## src/hw/rtl/bfsd_pkg.sv

```systemverilog
// bfsd_pkg: shared types and constants of the bloom filter string dedup core
// no dependencies; used by the controller, datapath and top level
package bfsd_pkg;

  // murmur3 constants
  localparam logic [31:0] MM_C1  = 32'hcc9e2d51;
  localparam logic [31:0] MM_C2  = 32'h1b873593;
  localparam logic [31:0] MM_ADD = 32'he6546b64;
  localparam logic [31:0] MM_F1  = 32'h85ebca6b;
  localparam logic [31:0] MM_F2  = 32'hc2b2ae35;
  localparam logic [7:0]  SUFFIX_SEP  = 8'h5f;
  localparam logic [7:0]  SUFFIX_BASE = 8'd48;

  // register indexes and widths
  localparam int CFG_W = 5;
  localparam logic CFG_HASH_COUNT  = 1'b0;
  localparam logic CFG_INDEX_WIDTH = 1'b1;
  localparam logic [4:0] HASH_COUNT_RST  = 5'd7;
  localparam logic [4:0] INDEX_WIDTH_RST = 5'd16;
  localparam logic [4:0] INDEX_WIDTH_MIN = 5'd16;

  // store row geometry: 32 bits per row
  localparam int ROW_BITS = 5;
  // width for hash count compares, holds up to 127
  localparam int HC_CMP_W = 7;

  // operation codes
  localparam logic [1:0] OPC_TEST = 2'd0;
  localparam logic [1:0] OPC_ADD  = 2'd1;
  localparam logic [1:0] OPC_TADD = 2'd2;

  // datapath commands
  typedef enum logic [4:0] {
    OP_IDLE, OP_ACCEPT, OP_CLEAR, OP_KC1, OP_KC2, OP_MIXP, OP_TINIT, OP_MIXH,
    OP_TLOAD, OP_XORH, OP_FIN1, OP_FIN2, OP_FIN3, OP_TEST, OP_SRD, OP_SWR, OP_DONE
  } dp_op_t;

  typedef enum logic [4:0] {
    S_CLEAR, S_IDLE, S_PKC1, S_PKC2, S_PMIX, S_TINIT, S_FKC1, S_FKC2, S_FMIX,
    S_TLOAD, S_TKC1, S_TKC2, S_TXOR, S_FIN1, S_FIN2, S_FIN3, S_TEST, S_SRD,
    S_SWR, S_DONE
  } ctrl_state_t;

  typedef struct packed {
    dp_op_t op;
  } dp_cmd_t;

  typedef struct packed {
    logic       in_fire;
    logic       blk_full;
    logic       key_end;
    logic [1:0] tail_n;
    logic       last_hash;
    logic       need_set;
    logic       out_busy;
    logic       clear_last;
  } dp_status_t;

endpackage

```

## src/hw/rtl/bfsd_ctrl.sv

```systemverilog
// bfsd_ctrl: sequencer for store clearing, byte mixing, per-hash tails, tests and sets
// depends on bfsd_pkg
module bfsd_ctrl (
  input  logic                 clk,
  input  logic                 rst,
  input  bfsd_pkg::dp_status_t status,
  output bfsd_pkg::dp_cmd_t    cmd
);

  bfsd_pkg::ctrl_state_t state, state_next;

  // state register
  always_ff @(posedge clk) begin
    if (rst) state <= bfsd_pkg::S_CLEAR;
    else     state <= state_next;
  end

  // next state and command
  always_comb begin
    state_next = state;
    cmd.op = bfsd_pkg::OP_IDLE;
    case (state)
      bfsd_pkg::S_CLEAR: begin
        cmd.op = bfsd_pkg::OP_CLEAR;
        if (status.clear_last) state_next = bfsd_pkg::S_IDLE;
      end
      bfsd_pkg::S_IDLE: begin
        cmd.op = bfsd_pkg::OP_ACCEPT;
        if (status.in_fire) begin
          if (status.blk_full) state_next = bfsd_pkg::S_PKC1;
          else if (status.key_end) state_next = bfsd_pkg::S_TINIT;
        end
      end
      bfsd_pkg::S_PKC1: begin
        cmd.op = bfsd_pkg::OP_KC1; state_next = bfsd_pkg::S_PKC2;
      end
      bfsd_pkg::S_PKC2: begin
        cmd.op = bfsd_pkg::OP_KC2; state_next = bfsd_pkg::S_PMIX;
      end
      bfsd_pkg::S_PMIX: begin
        cmd.op = bfsd_pkg::OP_MIXP;
        state_next = status.key_end ? bfsd_pkg::S_TINIT : bfsd_pkg::S_IDLE;
      end
      bfsd_pkg::S_TINIT: begin
        cmd.op = bfsd_pkg::OP_TINIT;
        state_next = status.tail_n[1] ? bfsd_pkg::S_FKC1 : bfsd_pkg::S_TKC1;
      end
      bfsd_pkg::S_FKC1: begin
        cmd.op = bfsd_pkg::OP_KC1; state_next = bfsd_pkg::S_FKC2;
      end
      bfsd_pkg::S_FKC2: begin
        cmd.op = bfsd_pkg::OP_KC2; state_next = bfsd_pkg::S_FMIX;
      end
      bfsd_pkg::S_FMIX: begin
        cmd.op = bfsd_pkg::OP_MIXH;
        state_next = status.tail_n[0] ? bfsd_pkg::S_TLOAD : bfsd_pkg::S_FIN1;
      end
      bfsd_pkg::S_TLOAD: begin
        cmd.op = bfsd_pkg::OP_TLOAD; state_next = bfsd_pkg::S_TKC1;
      end
      bfsd_pkg::S_TKC1: begin
        cmd.op = bfsd_pkg::OP_KC1; state_next = bfsd_pkg::S_TKC2;
      end
      bfsd_pkg::S_TKC2: begin
        cmd.op = bfsd_pkg::OP_KC2; state_next = bfsd_pkg::S_TXOR;
      end
      bfsd_pkg::S_TXOR: begin
        cmd.op = bfsd_pkg::OP_XORH; state_next = bfsd_pkg::S_FIN1;
      end
      bfsd_pkg::S_FIN1: begin
        cmd.op = bfsd_pkg::OP_FIN1; state_next = bfsd_pkg::S_FIN2;
      end
      bfsd_pkg::S_FIN2: begin
        cmd.op = bfsd_pkg::OP_FIN2; state_next = bfsd_pkg::S_FIN3;
      end
      bfsd_pkg::S_FIN3: begin
        cmd.op = bfsd_pkg::OP_FIN3; state_next = bfsd_pkg::S_TEST;
      end
      bfsd_pkg::S_TEST: begin
        cmd.op = bfsd_pkg::OP_TEST;
        if (!status.last_hash) state_next = bfsd_pkg::S_TINIT;
        else if (status.need_set) state_next = bfsd_pkg::S_SRD;
        else state_next = bfsd_pkg::S_DONE;
      end
      bfsd_pkg::S_SRD: begin
        cmd.op = bfsd_pkg::OP_SRD; state_next = bfsd_pkg::S_SWR;
      end
      bfsd_pkg::S_SWR: begin
        cmd.op = bfsd_pkg::OP_SWR;
        state_next = status.last_hash ? bfsd_pkg::S_DONE : bfsd_pkg::S_SRD;
      end
      bfsd_pkg::S_DONE: begin
        if (!status.out_busy) begin
          cmd.op = bfsd_pkg::OP_DONE;
          state_next = bfsd_pkg::S_IDLE;
        end
      end
      default: state_next = bfsd_pkg::S_IDLE;
    endcase
  end

endmodule

```

## config.mk

```make
export PLATFORM = sky130hd
export DESIGN_NAME = bfsd_ctrl
export DESIGN_NICKNAME = d
export VERILOG_FILES = /design/src/hw/rtl/bfsd_pkg.sv /design/src/hw/rtl/bfsd_ctrl.sv
export SDC_FILE = /design/constraint.sdc
export NUM_CORES = 1
export LEC_CHECK = 0
export BUFFER_PORTS_ARGS = -buffer_cell sky130_fd_sc_hd__buf_2
export CELL_PAD_IN_SITES_DETAIL_PLACEMENT = 1
export CELL_PAD_IN_SITES_GLOBAL_PLACEMENT = 2
export CORE_AREA = 10 10 55 57
export CTS_BUF_LIST = sky130_fd_sc_hd__clkbuf_4 sky130_fd_sc_hd__clkbuf_8
export DETAILED_ROUTE_END_ITERATION = 10
export DIE_AREA = 0 0 65 67
export GPL_ROUTABILITY_DRIVEN = 0
export PLACE_DENSITY_LB_ADDON = 0.2
export SLEW_MARGIN = 10
export SYNTH_ARGS = -nofsm -noshare
export SYNTH_HDL_FRONTEND = slang
export SYNTH_SLANG_ARGS = --single-unit
```

## constraint.sdc

```tcl
create_clock -name clk -period 2.2 [get_ports clk]
set_clock_uncertainty 0.15 [all_clocks]
set_input_delay 0.44 -clock clk [delete_from_list [all_inputs] [get_ports clk]]
set_output_delay 0.44 -clock clk [all_outputs]
set_load 0.1 [all_outputs]
```

### Word level (Yosys, flattened, before mapping)

Cells that the tools add are included.

* register bits: 5
* word-level logic and storage cells: 42

* equality and inequality tests: 23
* muxes and demuxes: 14
* reductions and logical operators: 4

Operator list (count)
* case mux 5 bit (20 select lines): 1
* case mux 5 bit (16 select lines): 1
* equality test 5 x 4 -> 1 bit, second input constant: 8
* two-way mux 5 bit: 7
* equality test 5 x 3 -> 1 bit, second input constant: 4
* equality test 5 bit, second input constant: 4
* equality test 5 x 2 -> 1 bit, second input constant: 2
* two-way mux 3 bit: 2
* != test 2 bit, second input constant: 3
* OR reduction 3 bit: 2
* equality test 5 x 1 -> 1 bit, second input constant: 1
* logical NOT 5 bit: 1
* two-way mux 2 bit: 2
* two-way mux 4 bit: 1
* AND reduction 4 bit: 1
* != test 3 bit, second input constant: 1

### Depth between registers and ports, before layout

Gate-level depths: netlist of the first run.

* depth after elaboration: 4
* depth in mapped cells: 6

### Worst setup path before layout of the first run

OpenSTA, ideal clock, no wires.

* path type: reg2out
* start point: reg state[0]
* end point: out cmd[0] in the netlist's numbering
* arrival: 2.897 ns
* setup slack: -1.287 ns
* cell stages (with the launch flop): 4
* path buffers: 2
* cell sequence: dfxtp_1 -> buf_4 -> buf_6 -> o32ai_1

RTL lines
* start, declared: RTL line bfsd_ctrl.sv:10 `bfsd_pkg::ctrl_state_t state, state_next;`
* start signal, assigned: RTL line bfsd_ctrl.sv:14 `if (rst) state <= bfsd_pkg::S_CLEAR;`
* start signal, assigned: RTL line bfsd_ctrl.sv:15 `else state <= state_next;`
* end, declared: RTL line bfsd_ctrl.sv:7 `output bfsd_pkg::dp_cmd_t cmd`

==> results.env, run 1 <==
CTS_BUFFERS=3
DRT_PRE_ANTENNA_ITERS=4
HOLD_VIOL_FINAL=0
YOSYSSEQAREASHARE_PCT=17.9
SYNTH_WARNINGS=0
CRITICAL_PATH.MAX_FANOUT=12
FINALWIRELENGTH_UM=1990
SYNTH-SEQ-CELLS=5
FLOORPLAN.ROWS=16
VIAS=676
CTS_TREE='done'
GRT_PASS1_WL_UM=3240
SYNTH_CELLS=79
DRT_ITER0_DRC=7
TOTALNEGATIVESETUPSLACK_PS=0
DPL_WORST_SLACK_PS=176
POST_CTS_HOLD_BUFFER_COUNT=0
DIE_H_UM=67
PERIOD_SHARE_PCT=94.5
MAX-CLOCK-PATH-BUFFERS=2
DETAIL_ROUTE.DRC_VIOLATIONS=0
NETS=113
AREAGROWTHSYNTHTOFINISH_PCT=52.9
SYNTH_LARGEST_TYPE_AREA_FRACTION_PCT=17.9
TOP_PORTS=16
SYNTHESIZED_NETS=90
WORST_SKEW_PAIR.LATE_LATENCY_PS=240
PORT_BUFFERS=15
WORST_PATH_REQUIRED_PS=1610
GRT-BUSIEST-LAYER='met2'
FIRST_GLOBAL_VIAS=657
CRITICAL_PATH.TOP_DELAY_FAMILY='simple AND/OR/NAND/NOR gates'
PATH_BUF_INV=1
NETLIST_AREA_BEFORE_PLACEMENT_UM2=561
PLACED_INSTS=124
CORE_REGION_AREA_UM2=1940
YS_TOP_CELLS_BY_AREA='sky130_fd_sc_hd__dfxtp_1 (18%), sky130_fd_sc_hd__a21oi_1 (6.3%), sky130_fd_sc_hd__o21ai_0 (5.4%)'
GLOBAL_ROUTE.USAGE.TOTAL_PCT=9.29
OUTCOME='finished, final reports clean'
MIN_SETUP_SLACK_POST_ROUTE_PS=122
TIMING.CRITICAL_PATH.SLOWEST_STAGE_CELL='sky130_fd_sc_hd__dfxtp_4'
FINALNONFILLERCELLS=128
CAP_VIOLATIONS=0
WORST-SETUP-PATH-TYPE='reg2out'
POSTCTSSETUPREPAIRBUFS=0
SYNTHESIS.AREA_PER_INSTANCE_UM2=7.10
FINALSETUPVIOLATIONS=0
YOSYSTOPAREACELL='sky130_fd_sc_hd__dfxtp_1'
LAYOUT.CELLS.MOST_COMMON_LIST='sky130_fd_sc_hd__buf_2 (10), sky130_fd_sc_hd__buf_4 (10), sky130_fd_sc_hd__nor2_1 (7), sky130_fd_sc_hd__a21oi_1 (7)'
LARGEST_REGISTER_FF_COUNT=5
ROUTEDWLPERCELL_UM=15.6
SHARE_OF_POST_ROUTE_CELLS_WITH_DRIVE_STRENGTH_ABOVE_1_PCT=42.6
FP.DIEW_UM=65
MOST_FLOP_HEAVY_REGISTER='state'
WORST_SLEW_MARGIN_PCT=78.7
GLOBALROUTEOVERFLOWTOTAL=0
POST-DP-HPWL_UM=1560
PATH_CELLS='and2_2 > nor3b_2 > a21oi_1 > o22ai_4 > buf_12'
SYNTHDISTINCTLIBCELLS=35
CPPEAKSTAGEDELAY_PS=370
FINALWORSTPATHREQUIREDPERIOD_PS=2080
POWER_LEAKAGE_uW=0.000337
DIE-AREA_UM2=4360
REG_TOP3='state: 5 flops'
CLK_TRANSITION_REPORTED_PATHS_PS=50
HOLD_CLASS='in2reg'
GRT_SETUP_UNREPAIRED='false'
WORST_SETUP_PATH_END_KIND='primary output'
GRTUSAGEMET1_PCT=11.7
AVGVIACOUNTPERCELL=5.28
GRT_START_MAX_NET_PINS=13
IR_DROP_mV=0.462
FMAXACHIEVABLE_GHz=0.481
POWER_PER_CELL_AREA_nW_PER_UM2=485
ROOT_BUFFER='sky130_fd_sc_hd__clkbuf_4'
WORSTPATHARRIVAL_PS=1490
SLEW_VIOLATIONS=0
DRT.ANTENNA.VIOLATING_NETS=0
WORST_TRAN_PIN_VALUE_PS=316
GRT_UTIL_MET2_PCT=14.8
GRT_ANTENNA_BEFORE_REPAIR=0
CRITPATHLAUNCHTYPE='flop'
WHS_PS=296
DIODES=0
CTS.SINKS=5
START_UTIL_PCT=28.9
CTS-HTREE-LEVELS=1
FINALPOWER_uW=416
GRT_UTIL_MET3_PCT=4.01
[kinds of logic after synthesis]
group	Yosys count	synth area share (%)
AND/OR/NAND/NOR	34	34.8
flip-flops	5	17.9
multiplexers	1	1.79
buffers and inverters	9	9.82
AO/OA/AOI/OAI	30	35.7
[routing by layer]
layer	wire length (um)	vias up
li1	-	343
met4	0	0
met3	106	0
met5	0	-
met1	986	320
met2	901	13
[final timing paths]
path / from / endpoint / slack [ps] / cells after the start
max reg2reg: state[2] / state[1] / 570 / 5
min: rst / state[4] / 300 / 2
min reg2reg: state[1] / state[4] / 510 / 2
max: state[1] / cmd[2] / 120 / 5
[cell type report]
| type | instances | area (um2) |
|---|---|---|
| clock buffers | 4 | 30.0 |
| multi-input cells | 65 | 453 |
| flip-flops and latches | 5 | 108 |
| well taps | 27 | 33.8 |
| fillers | 257 | 1080 |
| repair buffers | 25 | 225 |
| inverters | 2 | 7.51 |
[stage by stage]
| stage | area, um2 | util, % |
|---|---|---|
| 2_1_floorplan | 602 | - |
| 3_3_place_gp | 813 | 41.9 |
| 3_5_place_dp | 813 | 41.9 |
| 4_1_cts | 847 | 43.6 |
| 5_1_grt | 857 | 44.1 |
| 6_report | 857 | 44.1 |
[cell usage after synthesis]
library cell               count
sky130_fd_sc_hd__nand2_1       4
sky130_fd_sc_hd__o21ai_0       6
sky130_fd_sc_hd__nor4b_1       1
sky130_fd_sc_hd__clkbuf_1      1
sky130_fd_sc_hd__o32ai_1       2
sky130_fd_sc_hd__nand2b_1      4
sky130_fd_sc_hd__nand3_2       1
sky130_fd_sc_hd__o32ai_2       1
sky130_fd_sc_hd__a311o_1       1
sky130_fd_sc_hd__buf_4         3
sky130_fd_sc_hd__buf_6         1
sky130_fd_sc_hd__nor3b_1       2
sky130_fd_sc_hd__nand3b_1      1
sky130_fd_sc_hd__buf_2         2
sky130_fd_sc_hd__nor2_1        8
sky130_fd_sc_hd__or2_1         1
sky130_fd_sc_hd__and2b_1       1
sky130_fd_sc_hd__o32a_1        1
sky130_fd_sc_hd__a21oi_1       7
sky130_fd_sc_hd__inv_1         2
sky130_fd_sc_hd__a31oi_1       3
sky130_fd_sc_hd__a211o_1       1
sky130_fd_sc_hd__nor3_1        2
sky130_fd_sc_hd__nand3_1       1
sky130_fd_sc_hd__or3_4         1
sky130_fd_sc_hd__o22ai_1       4
sky130_fd_sc_hd__dfxtp_1       5
sky130_fd_sc_hd__and3_1        2
sky130_fd_sc_hd__o21ai_1       1
sky130_fd_sc_hd__nor2b_1       2
sky130_fd_sc_hd__mux2i_1       1
sky130_fd_sc_hd__nor4_1        1
sky130_fd_sc_hd__o22a_1        1
sky130_fd_sc_hd__and2_1        2
sky130_fd_sc_hd__a211oi_1      2
[repair_timing]
item                       CTS  global route
pin swaps                    0             0
setup endpoints to repair    3             3
gates resized for setup      3             4
[power breakdown]
group	switching, uW	internal, uW
registers	6.25	94.5
clock network	39.7	81.0
logic	113	81.4
Power figures use the tool's default switching activity.
==> inputs of run 2 (changes only) <==
--- a/config.mk
+++ b/config.mk
@@ -14,6 +14,7 @@
 export DIE_AREA = 0 0 65 67
 export GPL_ROUTABILITY_DRIVEN = 0
 export PLACE_DENSITY_LB_ADDON = 0.2
+export SETUP_SLACK_MARGIN = 0.15
 export SLEW_MARGIN = 10
 export SYNTH_ARGS = -nofsm -noshare
 export SYNTH_HDL_FRONTEND = slang
==> results.env, run 2 (synthesis gave the netlist of run 1 again) <==
WORST_SETUP_PATH_END_KIND='primary output'
DIE_H_UM=67
DRT.ANTENNA.VIOLATING_NETS=0
HOLD-PATH-CELL-COUNT=2
PLACE_AREA_UM2=818
POWER_LEAKAGE_uW=0.000348
GLOBAL_ROUTE.USAGE.TOTAL_PCT=9.81
FMAXACHIEVABLE_GHz=0.488
CTS_BUFFERS=3
DIODES=0
HOLD_CLASS='in2reg'
WORSTREGTOREGCELLS=5
SLEW_VIOLATIONS=0
GLOBALROUTEOVERFLOWTOTAL=0
WORSTPATHARRIVAL_PS=1460
GRT_SETUP_UNREPAIRED='true'
FLOORPLAN.ROWS=16
AREAGROWTHSYNTHTOFINISH_PCT=62.1
MULTI_INPUT_COMB_AREA_UM2=499
WORST_PATH_REQUIRED_PS=1610
TOTALNEGATIVESETUPSLACK_PS=0
GRT_START_MAX_NET_PINS=13
POWER_PER_CELL_AREA_nW_PER_UM2=471
FF2FF_SETUP_SLACK_PS=580
AVGVIACOUNTPERCELL=5.45
WORST_SLEW_MARGIN_PCT=82.7
OUTCOME='finished, final reports clean'
REG_TOP3='state: 5 flops'
DETAIL_ROUTE.DRC_VIOLATIONS=0
NETS=113
HP-START='rst'
CTS-HTREE-LEVELS=1
DIE-AREA_UM2=4360
PERIOD_SHARE_PCT=93.1
HOLD_VIOL_FINAL=0
HOLDPATHEND='state[0]'
FINALPOWER_uW=427
MIN_SETUP_SLACK_POST_ROUTE_PS=151
MOST_FLOP_HEAVY_REGISTER='state'
CORE_REGION_AREA_UM2=1940
GRT_PASS1_WL_UM=3470
WORST-SETUP-PATH-TYPE='reg2out'
ROOT_BUFFER='sky130_fd_sc_hd__clkbuf_4'
CTS.SINKS=5
IR_DROP_mV=0.179
VIAS=697
MAX-CLOCK-PATH-BUFFERS=2
WORST_TRAN_PIN_VALUE_PS=252
CRITPATHLAUNCHTYPE='flop'
FINALSETUPVIOLATIONS=0
WORST_R2R_STARTPOINT='state[2]'
ROUTEDWLPERCELL_UM=16.0
GRT_ANTENNA_BEFORE_REPAIR=0
WORST_SKEW_PAIR.LATE_LATENCY_PS=240
WORST_R2R_ENDPOINT='state[1]'
NUM-FILL-CELLS=246
DPL_WORST_SLACK_PS=252
FIRST_GLOBAL_VIAS=766
SHARE_OF_POST_ROUTE_CELLS_WITH_DRIVE_STRENGTH_ABOVE_1_PCT=49.5
FINALWIRELENGTH_UM=2050
POST_CTS_HOLD_BUFFER_COUNT=0
CLK_TRANSITION_REPORTED_PATHS_PS=40
START_UTIL_PCT=28.9
POST-DP-HPWL_UM=1540
CTS_TREE='done'
LARGEST_REGISTER_FF_COUNT=5
CRITICAL_PATH.MAX_FANOUT=6
PORT_BUFFERS=15
DRT_ITER0_DRC=16
FP.DIEW_UM=65
FINALWORSTPATHREQUIREDPERIOD_PS=2050
FIN_AREA_UM2=908
DRT_PRE_ANTENNA_ITERS=4
LAYOUT.CELLS.MOST_COMMON_LIST='sky130_fd_sc_hd__buf_2 (10), sky130_fd_sc_hd__buf_4 (10), sky130_fd_sc_hd__nor2_1 (6), sky130_fd_sc_hd__o21ai_0 (5), sky130_fd_sc_hd__buf_12 (5)'
CAP_VIOLATIONS=0
TOP_PORTS=16
AREA.SEQUENTIAL_UM2=113
run 2: area by class of cell:
type	instances	share of cell area [%]
Clock buffer	4	3.31
Inverter	2	0.826
Multi-Input combinational cell	65	55.0
Sequential cell	5	12.4
Tap cell	27	3.72
Timing Repair Buffer	25	24.8
run 2: per-stage QoR:
stage / utilization, % / std cells / hold WS (ps)
CTS: 44.9 / 127 / 286
finish: 46.8 / 128 / 302
floorplan: - / 79 / 362
detailed placement: 42.1 / 121 / 507
global placement: 42.1 / 121 / 532
global route: 46.8 / 128 / 292
run 2: timing repair:
| item | in CTS | in global routing |
|---|---|---|
| gates resized for setup | 6 | 8 |
| endpoints found under the hold margin | 0 | 0 |
| pin swaps | 0 | 3 |
| setup buffers | 2 | 1 |
| setup endpoints to repair | 4 | 3 |
run 2: worst max path at each step:
stage / start / end / cells after the start
2_1_floorplan: state[0] / cmd[3] / 4
6_report: state[0] / cmd[1] / 5
4_1_cts: state[0] / cmd[1] / 5
5_1_grt: state[0] / cmd[1] / 5
3_5_place_dp: state[0] / cmd[1] / 5
3_3_place_gp: state[0] / cmd[1] / 5
run 2: critical path, stage by stage, from the launching register on:
cell	delay [ps]
sky130_fd_sc_hd__dfxtp_4	370
sky130_fd_sc_hd__nor2b_4	190
sky130_fd_sc_hd__a21oi_2	70
sky130_fd_sc_hd__o22a_1	210
sky130_fd_sc_hd__o22ai_4	180
sky130_fd_sc_hd__buf_12	200
run 2: where the power goes:
| part | internal [uW] | total, uW | switching (uW) |
|---|---|---|---|
| Clock | 80.8 | 118 | 36.7 |
| Sequential | 93.2 | 99.6 | 6.38 |
| Combinational | 88.9 | 210 | 122 |
run 2: per-layer routing:
metal / GRT usage, % / part of all wire, % / up-vias
li1: - / - / 338
met1: 11.6 / 47 / 343
met2: 16.3 / 49 / 14
met3: 1.84 / 3.1 / 2
met4: 5.61 / 1.0 / 0
met5: 0 / 0 / -
